--- src/hw/rtl/bip_pkg.sv ---
// bip_pkg: shared types and codes for the box index predicate core
// strategy codes and the per-dimension compare flags; no dependencies
package bip_pkg;

   typedef enum logic [3:0] {
      OP_LEFT         = 4'd0,
      OP_OVER_LEFT    = 4'd1,
      OP_OVERLAP      = 4'd2,
      OP_OVER_RIGHT   = 4'd3,
      OP_RIGHT        = 4'd4,
      OP_SAME         = 4'd5,
      OP_CONTAINS     = 4'd6,
      OP_CONTAINED_BY = 4'd7
   } op_type;

   // outcome of one dimension's compares, each flag true when the test passes
   typedef struct packed {
      logic left;         // key high < query low
      logic right;        // key low > query high
      logic hi_le;        // key high <= query high
      logic lo_ge;        // key low >= query low
      logic same;         // both intervals equal
      logic overlap;      // intervals intersect
      logic key_holds;    // key interval covers query interval
      logic query_holds;  // query interval covers key interval
   } dim_flags_type;

endpackage

--- src/hw/rtl/bip_dim_compare.sv ---
// bip_dim_compare: orders the corners of one dimension and compares key
// against query; combinational, uses bip_pkg::dim_flags_type
module bip_dim_compare #(
   parameter int COORD_BITS = 32
) (
   input  logic signed [COORD_BITS-1:0] key_lo,
   input  logic signed [COORD_BITS-1:0] key_hi,
   input  logic                         key_has,
   input  logic signed [COORD_BITS-1:0] query_lo,
   input  logic signed [COORD_BITS-1:0] query_hi,
   input  logic                         query_has,
   output bip_pkg::dim_flags_type       flags
);

   logic signed [COORD_BITS-1:0] ka, kb, qa, qb;
   logic signed [COORD_BITS-1:0] klo, khi, qlo, qhi;

   // a missing dimension reads as the interval [0,0]
   assign ka = key_has   ? key_lo   : '0;
   assign kb = key_has   ? key_hi   : '0;
   assign qa = query_has ? query_lo : '0;
   assign qb = query_has ? query_hi : '0;

   assign klo = (ka < kb) ? ka : kb;
   assign khi = (ka < kb) ? kb : ka;
   assign qlo = (qa < qb) ? qa : qb;
   assign qhi = (qa < qb) ? qb : qa;

   always_comb begin
      flags.left        = khi < qlo;
      flags.right       = klo > qhi;
      flags.hi_le       = khi <= qhi;
      flags.lo_ge       = klo >= qlo;
      flags.same        = (klo == qlo) && (khi == qhi);
      flags.overlap     = !((klo > qhi) || (khi < qlo));
      // containment ignores dimensions the contained box lacks
      flags.key_holds   = !query_has || ((klo <= qlo) && (khi >= qhi));
      flags.query_holds = !key_has || ((qlo <= klo) && (qhi >= khi));
   end

endmodule

--- src/hw/rtl/bip_fold.sv ---
// bip_fold: running flags across the dimensions of one box pair and the
// final strategy decode; uses bip_pkg types and strategy codes
module bip_fold (
   input  logic                   clock,
   input  logic                   reset,
   input  logic                   advance,
   input  logic                   last_dim,
   input  logic [3:0]             operation,
   input  logic                   is_leaf,
   input  bip_pkg::dim_flags_type flags,
   output logic                   match
);

   logic       first_pending_ff, first_pending_in;
   logic [3:0] axis0_ff, axis0_in;
   logic       same_ff, same_in;
   logic       overlap_ff, overlap_in;
   logic       key_holds_ff, key_holds_in;
   logic       query_holds_ff, query_holds_in;

   logic [3:0] axis0_now;
   logic       left, right, oleft, oright;

   // axis 0 flags come from the first dimension of the pair
   assign axis0_now = first_pending_ff ? {flags.lo_ge, flags.hi_le, flags.right, flags.left}
                                       : axis0_ff;

   assign same_in        = same_ff & flags.same;
   assign overlap_in     = overlap_ff & flags.overlap;
   assign key_holds_in   = key_holds_ff & flags.key_holds;
   assign query_holds_in = query_holds_ff & flags.query_holds;
   assign axis0_in       = axis0_now;
   assign first_pending_in = 1'b0;

   assign left   = axis0_now[0];
   assign right  = axis0_now[1];
   assign oleft  = axis0_now[2] && !left && !right;
   assign oright = axis0_now[3] && !left && !right;

   always_comb begin
      match = 1'b0;
      if (is_leaf) begin
         case (operation)
            bip_pkg::OP_LEFT:         match = left;
            bip_pkg::OP_OVER_LEFT:    match = oleft;
            bip_pkg::OP_OVERLAP:      match = overlap_in;
            bip_pkg::OP_OVER_RIGHT:   match = oright;
            bip_pkg::OP_RIGHT:        match = right;
            bip_pkg::OP_SAME:         match = same_in;
            bip_pkg::OP_CONTAINS:     match = key_holds_in;
            bip_pkg::OP_CONTAINED_BY: match = query_holds_in;
            default:                  match = 1'b0;
         endcase
      end else begin
         // internal nodes use the looser test of each strategy
         case (operation)
            bip_pkg::OP_LEFT, bip_pkg::OP_OVER_LEFT:         match = oleft;
            bip_pkg::OP_OVERLAP, bip_pkg::OP_CONTAINED_BY:   match = overlap_in;
            bip_pkg::OP_OVER_RIGHT, bip_pkg::OP_RIGHT:       match = right;
            bip_pkg::OP_SAME, bip_pkg::OP_CONTAINS:          match = key_holds_in;
            default:                                         match = 1'b0;
         endcase
      end
   end

   always_ff @(posedge clock) begin
      if (reset || (advance && last_dim)) begin
         first_pending_ff <= 1'b1;
         axis0_ff         <= '0;
         same_ff          <= 1'b1;
         overlap_ff       <= 1'b1;
         key_holds_ff     <= 1'b1;
         query_holds_ff   <= 1'b1;
      end else if (advance) begin
         first_pending_ff <= first_pending_in;
         axis0_ff         <= axis0_in;
         same_ff          <= same_in;
         overlap_ff       <= overlap_in;
         key_holds_ff     <= key_holds_in;
         query_holds_ff   <= query_holds_in;
      end
   end

endmodule

--- src/hw/rtl/box_index_predicate_core.sv ---
// box_index_predicate_core: top level, input register, per-dimension compare,
// running fold and result register; uses bip_pkg, bip_dim_compare, bip_fold
//
// Tests an r-tree key box against a query box for one strategy. Each req_
// transaction carries one dimension (axis 0 first) with both boxes' corners,
// the presence flags, and on the final dimension (req_last_dim) the strategy
// and leaf flag that apply. Only the final dimension of a pair produces a
// rsp_ transaction carrying rsp_match; earlier dimensions produce nothing.
// A final dimension passes the input register, then the result register,
// before rsp_valid shows its result.
// Throughput: one dimension per cycle while no final dimension stalls, set by
// the single compare stage between the input register and the fold registers.
// When the receiver stalls, the result register holds; the input register
// still drains non-final dimensions, and req_ready drops only when a final
// dimension waits behind an untaken result.
// Reset clears both valid flags and returns the running flags to the start
// of a new box pair, with no clearing pass.
module box_index_predicate_core #(
   parameter int COORD_BITS = 32
) (
   input  logic                         clock,
   input  logic                         reset,
   input  logic                         req_valid,
   output logic                         req_ready,
   input  logic [3:0]                   req_operation,
   input  logic                         req_is_leaf,
   input  logic signed [COORD_BITS-1:0] req_key_lo,
   input  logic signed [COORD_BITS-1:0] req_key_hi,
   input  logic                         req_key_has,
   input  logic signed [COORD_BITS-1:0] req_query_lo,
   input  logic signed [COORD_BITS-1:0] req_query_hi,
   input  logic                         req_query_has,
   input  logic                         req_last_dim,
   output logic                         rsp_valid,
   input  logic                         rsp_ready,
   output logic                         rsp_match
);

   logic                         s1_valid_ff, s1_valid_in;
   logic [3:0]                   s1_operation_ff;
   logic                         s1_is_leaf_ff;
   logic signed [COORD_BITS-1:0] s1_key_lo_ff, s1_key_hi_ff;
   logic                         s1_key_has_ff;
   logic signed [COORD_BITS-1:0] s1_query_lo_ff, s1_query_hi_ff;
   logic                         s1_query_has_ff;
   logic                         s1_last_ff;

   logic                         out_valid_ff, out_valid_in;
   logic                         out_match_ff;

   logic                         s1_advance;
   logic                         req_take;
   logic                         fold_match;
   bip_pkg::dim_flags_type       dim_flags;

   // non-final dimensions never need the result register
   assign s1_advance = s1_valid_ff && (!s1_last_ff || !out_valid_ff || rsp_ready);
   assign req_ready  = !s1_valid_ff || s1_advance;
   assign req_take   = req_valid && req_ready;

   assign s1_valid_in  = req_take || (s1_valid_ff && !s1_advance);
   assign out_valid_in = (s1_advance && s1_last_ff) || (out_valid_ff && !rsp_ready);

   bip_dim_compare #(
      .COORD_BITS(COORD_BITS)
   ) u_compare (
      .key_lo    (s1_key_lo_ff),
      .key_hi    (s1_key_hi_ff),
      .key_has   (s1_key_has_ff),
      .query_lo  (s1_query_lo_ff),
      .query_hi  (s1_query_hi_ff),
      .query_has (s1_query_has_ff),
      .flags     (dim_flags)
   );

   bip_fold u_fold (
      .clock     (clock),
      .reset     (reset),
      .advance   (s1_advance),
      .last_dim  (s1_last_ff),
      .operation (s1_operation_ff),
      .is_leaf   (s1_is_leaf_ff),
      .flags     (dim_flags),
      .match     (fold_match)
   );

   always_ff @(posedge clock) begin
      if (reset) begin
         s1_valid_ff  <= 1'b0;
         out_valid_ff <= 1'b0;
      end else begin
         s1_valid_ff  <= s1_valid_in;
         out_valid_ff <= out_valid_in;
      end
   end

   always_ff @(posedge clock) begin
      if (req_take) begin
         s1_operation_ff <= req_operation;
         s1_is_leaf_ff   <= req_is_leaf;
         s1_key_lo_ff    <= req_key_lo;
         s1_key_hi_ff    <= req_key_hi;
         s1_key_has_ff   <= req_key_has;
         s1_query_lo_ff  <= req_query_lo;
         s1_query_hi_ff  <= req_query_hi;
         s1_query_has_ff <= req_query_has;
         s1_last_ff      <= req_last_dim;
      end
      if (s1_advance && s1_last_ff) begin
         out_match_ff <= fold_match;
      end
   end

   assign rsp_valid = out_valid_ff;
   assign rsp_match = out_match_ff;

   // an empty input register always takes a transaction
   a_ready_when_empty: assert property (@(posedge clock) disable iff (reset)
      !s1_valid_ff |-> req_ready)
      else $error("req_ready low with empty input register");

   // a non-final dimension never waits in the input register
   a_inner_dim_drains: assert property (@(posedge clock) disable iff (reset)
      (s1_valid_ff && !s1_last_ff) |-> s1_advance)
      else $error("non-final dimension stalled");

   // a final dimension that leaves the input register produces a result
   a_final_gives_result: assert property (@(posedge clock) disable iff (reset)
      (s1_advance && s1_last_ff) |=> rsp_valid)
      else $error("final dimension produced no result");

endmodule
--- config.mk ---
export PLATFORM = sky130hd
export DESIGN_NAME = box_index_predicate_core
export DESIGN_NICKNAME = d
export VERILOG_FILES = /design/src/hw/rtl/bip_pkg.sv /design/src/hw/rtl/bip_dim_compare.sv /design/src/hw/rtl/bip_fold.sv /design/src/hw/rtl/box_index_predicate_core.sv
export SDC_FILE = /design/constraint.sdc
export NUM_CORES = 1
export LEC_CHECK = 0
export ABC_AREA = 1
export BUFFER_PORTS_ARGS = -buffer_cell sky130_fd_sc_hd__buf_2
export CELL_PAD_IN_SITES_DETAIL_PLACEMENT = 1
export CELL_PAD_IN_SITES_GLOBAL_PLACEMENT = 2
export CORE_MARGIN = 8
export CORE_UTILIZATION = 33
export DETAILED_ROUTE_END_ITERATION = 12
export GPL_ROUTABILITY_DRIVEN = 0
export GPL_TIMING_DRIVEN = 0
export PLACE_DENSITY_LB_ADDON = 0.1
export SLEW_MARGIN = 30
export SYNTH_ARGS = -nofsm -noshare
export SYNTH_HDL_FRONTEND = slang
export SYNTH_SLANG_ARGS = --single-unit
export TNS_END_PERCENT = 1
--- constraint.sdc ---
create_clock -name clock -period 7.4 [get_ports clock]
set_input_delay 0.37 -clock clock [delete_from_list [all_inputs] [get_ports clock]]
set_output_delay 0.37 -clock clock [all_outputs]
set_load 0.005 [all_outputs]
# Yosys cells after proc, flatten, opt, wreduce, memory -nomap -nowiden
# Cells that the tools add are included.
[word_totals]
inputBits = 140
output_inout_bits = 3
register_bits = 148
[op_classes]
bitwise = 4
mux = 12
n_reduce_logical = 36
n_eq_ne = 9
magnitude_cmp = 10
[op_table]
columns = ["operator", "n"]
rows = [
  ["2-to-1 mux 32 bit", 8],
  ["greater-or-equal comparator 32 bit", 3],
  ["less-or-equal comparator 32 bit", 3],
  ["< comparator 32 bit", 3],
  ["== test 32 bit", 2],
  ["greater-than comparator 32 bit", 1],
  ["== test 4 x 3 -> 1 bit, second input constant", 4],
  ["logical AND 1 bit", 12],
  ["zero test 1 bit", 10],
  ["logical OR 1 bit", 9],
  ["== test 4 x 2 -> 1 bit, second input constant", 2],
  ["one-hot mux 1 bit (8 select lines)", 1],
  ["OR reduction 2 bit", 4],
  ["bitwise AND 1 bit", 4],
  ["== test 4 x 1 -> 1 bit, second input constant", 1],
  ["zero test 4 bit", 1],
  ["2-to-1 mux 4 bit", 1],
  ["one-hot mux 1 bit (4 select lines)", 1],
  ["2-to-1 mux 1 bit", 1],
]

# Logic depth before layout (Yosys ltp)
# Gate-level depths: netlist (run 1).
[depth]
depth_word = 10
ltp_mapped = 41
depth_no_buf = 37

# Hierarchy
# From an unflattened synthesis (run 1), not the netlist that was laid out.
[hier_totals]
hier_cells = 1418
hier_area_um2 = 11463.5
[by_module_without_submodules]
columns = ["module", "cells_per_inst", "area_each_um2", "seq_area_each_um2", "instances"]
rows = [
  ["bip_dim_compare", 1160, 6638.9, 0.0, 1],
  ["box_index_predicate_core", 155, 4232.8, 4154.0, 1],
  ["bip_fold", 103, 591.8, 180.2, 1],
]

# Worst setup path after synthesis (run 1)
# No wires, ideal clock.
[synth_path]
kind = "register to register"
startpoint = "register s1_key_has_ff"
endpoint = "register out_match_ff, in the netlist rsp_match (data pin)"
slack_ns = 2.400
arrival_ns = 4.747
stages_incl_launch_ff = 34
cell_sequence = "edfxtp_1 > clkbuf_1 > clkbuf_1 > nand2_1 > ha_1 > nand2_1 > nor2_2 > nand4_2 > nor4_2 > nand2_2 > nand2_4 > nand2_4 > nand2_4 > clkbuf_1 > buf_1 > nand2_1 > o21ai_0 > ha_1 > a21oi_1 > nor2_1 > a211oi_1 > o221ai_1 > a221oi_1 > nand3_1 > nand3_2 > nand2_2 > nand2_2 > nor2_1 > nor2_1 > nand2_1 > nor2_1 > nand4_1 > nand2_1 > nor2_1"
[synth_between]
elab_chain_cells = 10
word_cells_on_any_way = 37
[synth_lines]
columns = ["item", "line", "rtl"]
rows = [
  ["from (decl)", "box_index_predicate_core.sv:43", "logic s1_key_has_ff;"],
  ["from (signal assigned)", "box_index_predicate_core.sv:103", "s1_key_has_ff <= req_key_has;"],
  ["2-to-1 mux 32 bit, on equally long branches", "bip_dim_compare.sv:19, bip_dim_compare.sv:20", ""],
  ["< comparator 32 bit", "bip_dim_compare.sv:24, bip_dim_compare.sv:25", ""],
  ["2-to-1 mux 32 bit", "bip_dim_compare.sv:25", "assign khi = (ka < kb) ? kb : ka;"],
  ["< comparator 32 bit", "bip_dim_compare.sv:30, bip_dim_compare.sv:35", ""],
  ["2-to-1 mux 4 bit", "bip_fold.sv:25", "assign axis0_now = first_pending_ff ? {flags.lo_ge, flags.hi_le, flags.right, flags.left}"],
  ["zero test 1 bit", "bip_fold.sv:37, bip_fold.sv:38", ""],
  ["logical AND 1 bit, on equally long branches (2 in a row)", "bip_fold.sv:38, bip_fold.sv:37", ""],
  ["one-hot mux 1 bit (8 select lines) / one-hot mux 1 bit (4 select lines) (equally long branches)", "bip_fold.sv:43, bip_fold.sv:56", ""],
  ["2-to-1 mux 1 bit (*)", "bip_fold.sv:42", "if (is_leaf) begin"],
  ["via fold_match", "box_index_predicate_core.sv:53", "logic fold_match;"],
  ["to (signal assigned)", "box_index_predicate_core.sv:110", "out_match_ff <= fold_match;"],
  ["to (decl)", "box_index_predicate_core.sv:49", "logic out_match_ff;"],
]
# Mark *: on every way through the listed nets, which the timed path passes. The rest lies on a longest branch.
# A chain may end at the register's enable or synchronous reset.

# Final worst setup path (run 1)
[layout_path]
startpoint = "register s1_query_has_ff"
endpoint = "register out_match_ff, in the netlist rsp_match (data pin)"
[layout_between]
elab_chain_cells = 10
word_cells_on_any_way = 37
[layout_lines]
columns = ["item", "line", "rtl"]
rows = [
  ["from (decl)", "box_index_predicate_core.sv:45", "logic s1_query_has_ff;"],
  ["from (signal assigned)", "box_index_predicate_core.sv:106", "s1_query_has_ff <= req_query_has;"],
  ["2-to-1 mux 32 bit, on equally long branches", "bip_dim_compare.sv:21, bip_dim_compare.sv:22", ""],
  ["< comparator 32 bit", "bip_dim_compare.sv:26, bip_dim_compare.sv:27", ""],
  ["2-to-1 mux 32 bit", "bip_dim_compare.sv:26", "assign qlo = (qa < qb) ? qa : qb;"],
  ["< comparator 32 bit", "bip_dim_compare.sv:30, bip_dim_compare.sv:35", ""],
  ["2-to-1 mux 4 bit", "bip_fold.sv:25", ""],
  ["zero test 1 bit", "bip_fold.sv:37, bip_fold.sv:38", ""],
  ["logical AND 1 bit, on equally long branches (2 in a row)", "bip_fold.sv:38, bip_fold.sv:37", ""],
  ["one-hot mux 1 bit (8 select lines) / one-hot mux 1 bit (4 select lines) (equally long branches)", "bip_fold.sv:43, bip_fold.sv:56", ""],
  ["2-to-1 mux 1 bit (*)", "bip_fold.sv:42", ""],
  ["via fold_match", "box_index_predicate_core.sv:53", ""],
]
# Marks and branches as above.

==> results.md, run 1 <==
- #FFs+latches synth: 148
- Layout Cells excl Fill: about 2000
- Setup WS pre-CTS: -0.181 ns
- Netlist cell types: 39
- Post-synthesis cell count: 1387
- # rows: 68
- Worst Max-Slew Pin Slew: 0.639 ns
- Design area: 13300 sq um
- CP peak stage delay: 0.64 ns
- H-tree levels: 4
- Setup Viol. Count Final: 0
- Max Root-Sink Buffers: 2
- Worst Path Required: 7.60 ns
- Fin crit period: 6.85 ns
- DR vias: 9837
- Hold Crit Class: in -> reg
- Post-CTS setup buffer count: 0
- Initial antenna violation count: 0
- Crit path buffers/inverters: 3
- Filler cells: 4206
- Hold Worst Slack: about 0.092 ns
- Final WL: 36900 um
- Worst R2R Start: s1_query_has_ff$_DFFE_PP_
- DR pass1 iterations: 4
- Cts hold-fix bufs: 0
- Pins Over Slew Limit: 0
- Largest net degree at the start of global routing: 77
- Root Buffer: clkbuf_16
- ANT cells: 0
- Sink Count: 148
- Initial core utilization: roughly a third
- Worst Path Max Fanout: 13
- Setup CP Type: reg -> reg
- Die Height: about 200 um
- Top cell type's share of synthesized area: 36.2%
- Clock Skew: 0.0124 ns
- Fin. Hold Viols: 0
- Cell area after synthesis: 11400 sq um
- DRT iter0 DRCs: slightly above 400
- PD cells: 224 nW/um^2
- Status: complete, no violations
- Hold Crit Start: req_query_lo[20]
- Global-route wire length before repair: 57600 um
- Leakage: 6.59 nW
- Final worst setup slack: around 0.55 ns
- Critical path origin: s1_query_has_ff$_DFFE_PP_
- Hpwl dp: 31400 um
- Area contributors post-synth: edfxtp_1 (36%), ha_1 (20%), nand2_1 (14%)
- Total GRT Usage: between 10% and 20%
- DIE WIDTH: 202 um
- Antenna viol nets, final: 0
- FMAX: 0.146 GHz
- Crit-path leading delay family: simple AND/OR/NAND/NOR gates
- RSZ-0062 raised after global routing: no
- Met2 global-route usage: 34.2%
- Nets@finish: 1867
- IO Port Bufs: 142
- WL per Instance: around 18 um
- Startpoint types: flop
- Slowest cell on the critical path: edfxtp_1
- R2R setup slack: 0.55 ns
- Ports: 143
- TritonCTS clock tree: yes
- Period utilization: 92.6%
- Drt drc: 0
- Via/cell ratio: 4.89
- Leading area contributor after synthesis: edfxtp_1
- Data arrival, critical path: a little over 7 ns
- Worst-path clk slew: 0.07 ns
- Synthesis-to-layout area growth: 16.6%
- Post-Syn Area per Cell: 8.19 sq um
- Util after Layout: 38.7%
- Total CTS buffers: 17
- Slew headroom: 57.4%
- Worst vdd ir: 0.173 mV
- Area of the multi-input gates: 6280 sq um
- Clk_lat worst skew: 0.45 ns
- GR peak layer: met2
- Placed cell area: 12700 sq um
- Post-synthesis sequential area ratio: 38.1%
- Grt met3 use: under 10%
- Die area: 40600 sq um
- Syn nets: 1709
- Post_cts resized: 1
- Crit path capture type: flop
- Sequential Area: 4330 sq um
- Gr ovfl total: 0
- Number of global-route vias before repair: 10626
- Share of cells above drive strength 1: 14.8%
- Yosys warnings: 0
- Routing usage on met1: a little over a fifth
- Placed cell count: 1985
- Max-capacitance violation count: 0
- CP most frequent cell: nand2_1
- Core ar.: 34200 sq um
## power breakdown
part,total [mW],leakage (nW),internal (mW),switching [mW]
clock network,0.840,0.262,0.447,0.393
logic,1.15,4.90,0.387,0.759
registers,0.989,1.43,0.969,0.0198
total,2.97,6.59,1.80,1.17
## cell usage after synthesis (all sizes together)
master and instances:
o211ai 7, o21ai 146, ha 182, a211oi 8, or2 3, a21o 1
a31o 1, nor4 5, inv 167, nor2 49, nand3b 2, o21bai 3
a2111oi 1, edfxtp 137, o221a 2, nand2 434, o2111ai 3, a21oi 86
nand3 46, o21a 4, buf 10, clkbuf 28, o221ai 4, a21boi 1
nor4b 2, dfxtp 11, nor3 11, a221oi 2, nand4 30, or4 1
## kinds of logic (layout without fill, tap and decap cells)
kind of cell,count (synthesis),count (layout),share of synthesized area [%]
AOI/OAI and AO/OA,269,269,12.8
buffers and inverters,205,376,6.78
and+or+nand+nor,583,583,22.2
DFF,148,148,38.1
adders and majority gates,182,182,20.0
## metrics by stage
stage | total power [mW] | TNS [ns]
final | 2.97 | 0
after global routing | 3.21 | 0
after detailed placement | 2.16 | -0.181
after global placement | 2.12 | -0.112
after CTS | 3.02 | 0
after floorplan | 1.78 | 0
## state kept, by name, indices dropped and copies added (netlist names), 4 cells and up
register	cells
s1_key_hi_ff	32
s1_operation_ff	4
s1_query_lo_ff	32
s1_key_lo_ff	32
s1_query_hi_ff	32
u_fold.axis0_ff	4
## placed cells by master (no fill, tap or decap), drive strengths merged
master / Yosys / routed
a211oi: 8 / 8
a21boi: 1 / 1
nand4: 30 / 30
o221ai: 4 / 4
clkinvlp: 0 / 4
o211ai: 7 / 7
a21o: 1 / 1
o2111ai: 3 / 3
o21bai: 3 / 3
o21a: 4 / 4
o221a: 2 / 2
buf: 10 / 148
dfxtp: 11 / 11
a31o: 1 / 1
ha: 182 / 182
nor2: 49 / 49
nor4: 5 / 5
clkinv: 0 / 3
o21ai: 146 / 146
nand3b: 2 / 2
a221oi: 2 / 2
edfxtp: 137 / 137
a2111oi: 1 / 1
nor3: 11 / 11
or4: 1 / 1
a21oi: 86 / 86
nand3: 46 / 46
or2: 3 / 3
nand2: 434 / 434
clkbuf: 28 / 47
inv: 167 / 174
nor4b: 2 / 2
## worst register-to-register path: cells and delay by family, from the launching register on
kind	cells	cell delay, ns
AO/OA/AOI/OAI	4	1.14
adder cells (fa/ha/maj)	2	0.88
buffers and inverters	3	0.88
flip-flops	1	0.64
AND/OR/NAND/NOR	21	3.12
## path summary, 6_finish.rpt
kind / to / depth (start not counted)
min: s1_query_lo_ff[20]$_DFFE_PP_ / 1
min reg2reg: u_fold.same_ff$_SDFFE_PP1P_ / 2
max reg2reg: rsp_match$_DFFE_PP_ / 30
max: rsp_match$_DFFE_PP_ / 30
## routing by layer
layer	vias to the layer above	part of all wire, %	routed length, um
met2	86	53	19400
met1	4653	44	16300
li1	5075	-	-
met4	0	1.0	371
met5	-	0	0
met3	23	2.0	739
## layout make-up
cell class	count	area share [%]
clock buffer	18	3.31
timing repair buffer	143	5.57
clock inverter	14	0.888
tap	455	4.30
buffer	34	1.08
inverter	167	4.79
multi-input combinational	1034	47.4
sequential	148	32.7
No activity file was read; power rests on OpenSTA's default activity.
==> inputs of run 2 (changes only) <==
- CORE_UTILIZATION: 33 -> 35
==> results.md, run 2 (same netlist as run 1, synthesis figures left out) <==
- Share of cells above drive strength 1: 15.1%
- Crit-path leading delay family: simple AND/OR/NAND/NOR gates
- H-tree levels: 4
- Design area: 13300 sq um
- Die Height: a little under 200 um
- TritonCTS clock tree: yes
- Cts hold-fix bufs: 0
- Most frequent cells in the layout: nand2_1 (413), ha_1 (182), inv_1 (164)
- Placed cell area: ~13000 sq um
- Max-capacitance violation count: 0
- Via/cell ratio: a little under 5
- Layout Cells excl Fill: 2008
- # rows: 66
- PD cells: 229 nW/um^2
- Root Buffer: clkbuf_16
- Critical path origin: s1_query_has_ff$_DFFE_PP_
- Crit path capture type: flop
- Most common cell after layout, fill and taps aside: nand2_1
- Setup WS pre-CTS: -0.0862 ns
- R2R setup slack: between 0.7 and 0.8 ns
- DR vias: 9942
- WL per Instance: around 18 um
- Hold Crit Class: in -> reg
- Global-route wire length before repair: 57300 um
- Sink Count: approximately 150
- Setup CP Type: reg -> reg
- Total power: between 3 and 4 mW
- Crit path buffers/inverters: 5
- Fin. Hold Viols: 0
- DIE WIDTH: 196 um
- Util after Layout: 41.3%
- Slowest cell on the critical path: edfxtp_1
- Clock Skew: 0.0132 ns
- Worst-path clk slew: 0.07 ns
- Sequential Area: 4330 sq um
- Ports: ~140
- Drt drc: 0
- Data arrival, critical path: a little under 7 ns
- Filler cells: 3920
- Hold Worst Slack: 0.0784 ns
- Core ar.: approximately 32000 sq um
- Initial core utilization: 35.2%
- Max Root-Sink Buffers: 2
- Area of the multi-input gates: approximately 6300 sq um
- Placed cell count: between 1500 and 2000
- Final worst setup slack: 0.719 ns
- Worst Path Required: 7.61 ns
- Gr ovfl total: 0
- Synthesis-to-layout area growth: 17.4%
- Largest net degree at the start of global routing: 81
- Setup Viol. Count Final: 0
- Worst R2R Start: s1_query_has_ff$_DFFE_PP_
- Leakage: 6.66 nW
- IO Port Bufs: 142
- DR pass1 iterations: 4
- FMAX: 0.150 GHz
- Number of global-route vias before repair: 10739
- Antenna viol nets, final: 0
- Total GRT Usage: 19.4%
- Initial antenna violation count: 0
- Worst Max-Slew Pin Slew: 0.635 ns
- DRT iter0 DRCs: between 400 and 500
- Final WL: 36700 um
- Status: complete, no violations
- Slew headroom: between 50% and 60%
- Hold Crit Start: reset
- Worst vdd ir: 0.179 mV
- Period utilization: 90.3%
- Worst Path Max Fanout: 10
- CP peak stage delay: 0.48 ns
- Startpoint types: flop
- Pins Over Slew Limit: 0
- RSZ-0062 raised after global routing: no
- Total CTS buffers: 17
- Clk_lat worst skew: 0.45 ns
- Die area: 38500 sq um
- Fin crit period: roughly 6.7 ns
- Hpwl dp: 31100 um
- TNS Setup: 0 ns
- ANT cells: 0
- Nets@finish: 1875
-- run 2: cell count changes in the layout (fill, tap and decap cells not counted), sizes merged --
cell	change
clkbuf	+3
inv	+1
clkinv	-1
buf	+6
bufinv	+2
clkinvlp	-3
-- run 2: final timing paths --
kind,endpoint,cells past startpoint
worst max register to register,rsp_match$_DFFE_PP_,33
worst min register to register,u_fold.same_ff$_SDFFE_PP1P_,2
worst max-delay path,rsp_match$_DFFE_PP_,33
worst min-delay path,s1_valid_ff$_SDFF_PP0_,2
-- run 2: per-layer routing --
metal	up-vias	wire length, um	track usage, %
met1	4700	15900	22.9
met4	0	750	6.49
met2	110	18900	35.5
met3	38	1060	2.83
met5	-	0	0
li1	5094	-	-
-- run 2: worst reg2reg max path, delay by kind of cell, from the launching register on --
family / cells / cell delay (ns)
flops: 1 / 0.48
buf+inv: 5 / 0.98
fa+ha+maj: 2 / 0.91
simple gates: 24 / 3.50
compound gates: 2 / 0.60
-- run 2: cell type report --
cell class | count | share of cell area, %
flip-flops and latches | 148 | 32.5
inverters | 167 | 4.75
plain buffers | 37 | 1.14
clock inverters | 13 | 1.19
clock buffers | 19 | 3.39
multi-input cells | 1034 | 47.1
repair buffers | 148 | 5.81
well taps | 442 | 4.15
-- run 2: what timing repair did --
item,in CTS,in global routing
gates resized for setup,1,18
hold endpoints to repair,0,0
setup endpoints to repair,1,7
setup buffers,0,5
-- run 2: where the power goes --
part | internal (mW) | switching [mW]
combinational | 0.391 | 0.766
clock | 0.526 | 0.390
sequential | 0.969 | 0.0189
==> inputs of run 3 (changes only) <==
- CORE_ASPECT_RATIO: unset -> 0.5
==> results.md, run 3 (same netlist as run 1, synthesis figures left out) <==
- Status: complete, no violations
- Placed cell area: 12700 sq um
- # rows: 46
- Initial antenna violation count: 0
- Slowest cell on the critical path: clkbuf_1
- Switch share: 39.6%
- Total GRT Usage: 19.3%
- Reg2reg path depth: 28
- Instance count on the critical path: 28
- Period utilization: 92.3%
- TritonCTS clock tree: yes
- Hpwl dp: 31700 um
- DR vias: ~10000
- Data arrival, critical path: between 7 and 8 ns
- Die area: 38800 sq um
- Hold Worst Slack: roughly 0.07 ns
- Worst Path Max Fanout: 10
- Nets@finish: 1873
- Initial core utilization: 35.7%
- Hold Path Depth: 2
- WL per Instance: 18.7 um
- Max-capacitance violation count: 0
- Routing usage on met1: 25.1%
- Hold Crit Endpoint: s1_valid_ff$_SDFF_PP0_
- Comb power frac: 38.3%
- Ports: 143
- Total CTS buffers: 17
- Crit path buffers/inverters: 6
- Pins Over Slew Limit: 0
- Die Height: 143 um
- Worst R2R Start: s1_key_has_ff$_DFFE_PP_
- Clock power frac: 30.0%
- R2R setup slack: 0.57 ns
- ANT cells: 0
- Via/cell ratio: 5.15
- Clk_lat worst skew: roughly 0.46 ns
- IO Port Bufs: between 100 and 150
- Filler cells: 3856
- Worst vdd ir: approximately 0.14 mV
- Largest net degree at the start of global routing: 70
- Synthesis-to-layout area growth: 17.4%
- Slew headroom: between 40 and 50%
- Design area: 13300 sq um
- Fin. Hold Viols: 0
- CP most frequent cell: nor2_1
- Met2 global-route usage: 33.1%
- PD cells: 233 nW/um^2
- Core ar.: 31800 sq um
- Leakage: 6.65 nW
- Worst-path clk slew: about 0.070 ns
- Hold Crit Class: in -> reg
- Global-route wire length before repair: 58000 um
- CP peak stage delay: between 0.5 and 0.6 ns
- Clock Skew: approximately 0.013 ns
- Grt met3 use: 3.45%
- Crit path capture type: flop
- Worst Max-Slew Pin Slew: around 0.8 ns
- Setup Viol. Count Final: 0
- Gr ovfl total: 0
- Most common cell after layout, fill and taps aside: nand2_1
- Worst Path Required: about 7.7 ns
- Drt drc: 0
- RSZ-0062 raised after global routing: no
- Setup CP Type: reg -> reg
- Root Buffer: clkbuf_16
- GR peak layer: met2
- Final WL: 37300 um
- Sink Count: 148
- H-tree levels: 4
- Crit-path leading delay family: simple AND/OR/NAND/NOR gates
- Flop pwr share: 31.6%
- DIE WIDTH: 271 um
- Switching power: 1.23 mW
- Share of cells above drive strength 1: 15.0%
- FF-to-FF End: rsp_match$_DFFE_PP_
- Startpoint types: flop
- DR pass1 iterations: 4
- Cts hold-fix bufs: 0
- Fin crit period: 6.83 ns
- Number of global-route vias before repair: 10975
- Antenna viol nets, final: 0
- DRT iter0 DRCs: 503
- Max Root-Sink Buffers: 2
- P_int: ~1.9 mW
- FMAX: 0.146 GHz
- Most frequent cells in the layout: nand2_1 (413), ha_1 (182), inv_1 (164)
- Hold Crit Start: reset
-- run 3: cell types whose count changed in the layout (fill, tap and decap cells not counted), sizes merged --
| cell | previous run | this run |
|---|---|---|
| clkinv | 2 | 1 |
| clkbuf | 50 | 42 |
| buf | 154 | 158 |
| inv | 175 | 178 |
-- run 3: timing repair --
action / in CTS / in global routing
resized for setup: 7 / 7
setup endpoints to repair: 4 / 3
setup buffers: 0 / 5
-- run 3: how the worst max path moves through the flow --
stage	start	to	slack (ns)
after floorplan	s1_key_has_ff$_DFFE_PP_	rsp_match$_DFFE_PP_	2.40
after global placement	s1_key_has_ff$_DFFE_PP_	rsp_match$_DFFE_PP_	-0.53
after detailed placement	s1_key_has_ff$_DFFE_PP_	rsp_match$_DFFE_PP_	-0.74
after CTS	s1_key_has_ff$_DFFE_PP_	rsp_match$_DFFE_PP_	0.11
after global routing	s1_key_has_ff$_DFFE_PP_	rsp_match$_DFFE_PP_	0.008
final	s1_key_has_ff$_DFFE_PP_	rsp_match$_DFFE_PP_	0.57
-- run 3: final cells by class --
cell class / instances / area (sq um) / share of cell area [%]
Multi-Input combinational cell: 1034 / 6280 / 47.1
Sequential cell: 148 / 4330 / 32.5
Timing Repair Buffer: 148 / 801 / 6.00
Inverter: 167 / 634 / 4.75
Tap cell: 432 / 541 / 4.05
Clock buffer: 17 / 425 / 3.19
Clock inverter: 15 / 183 / 1.37
Buffer: 35 / 141 / 1.06
-- run 3: power groups by stage --
stage | logic, mW | clock network, mW | registers (mW)
final | 1.19 | 0.935 | 0.985
after global routing | 1.35 | 0.990 | 0.990
after CTS | 1.18 | 0.957 | 0.988
after detailed placement | 1.17 | 0 | 1.00
after global placement | 1.09 | 0 | 1.01
after floorplan | 0.783 | 0 | 1.00
-- run 3: per-layer routing --
| layer | vias to the layer above | routed length (um) |
|---|---|---|
| met5 | - | 0 |
| met4 | 0 | 514 |
| met3 | 42 | 1310 |
| met2 | 144 | 17900 |
| met1 | 4996 | 17600 |
| li1 | 5098 | - |
-- run 3: per-stage QoR --
| step | utilization [%] | power, mW | worst slack (ns) | instances | TNS, ns |
|---|---|---|---|---|---|
| 2_1_floorplan | - | 1.78 | 2.40 | 1387 | 0 |
| 3_3_place_gp | 39.6 | 2.10 | -0.534 | 1961 | -0.566 |
| 3_5_place_dp | 39.8 | 2.18 | -0.739 | 1962 | -0.963 |
| 4_1_cts | 41.7 | 3.13 | 0.109 | 1992 | 0 |
| 5_1_grt | 41.9 | 3.33 | 0.00765 | 1996 | 0 |
| 6_report | 41.9 | 3.11 | 0.570 | 1996 | 0 |
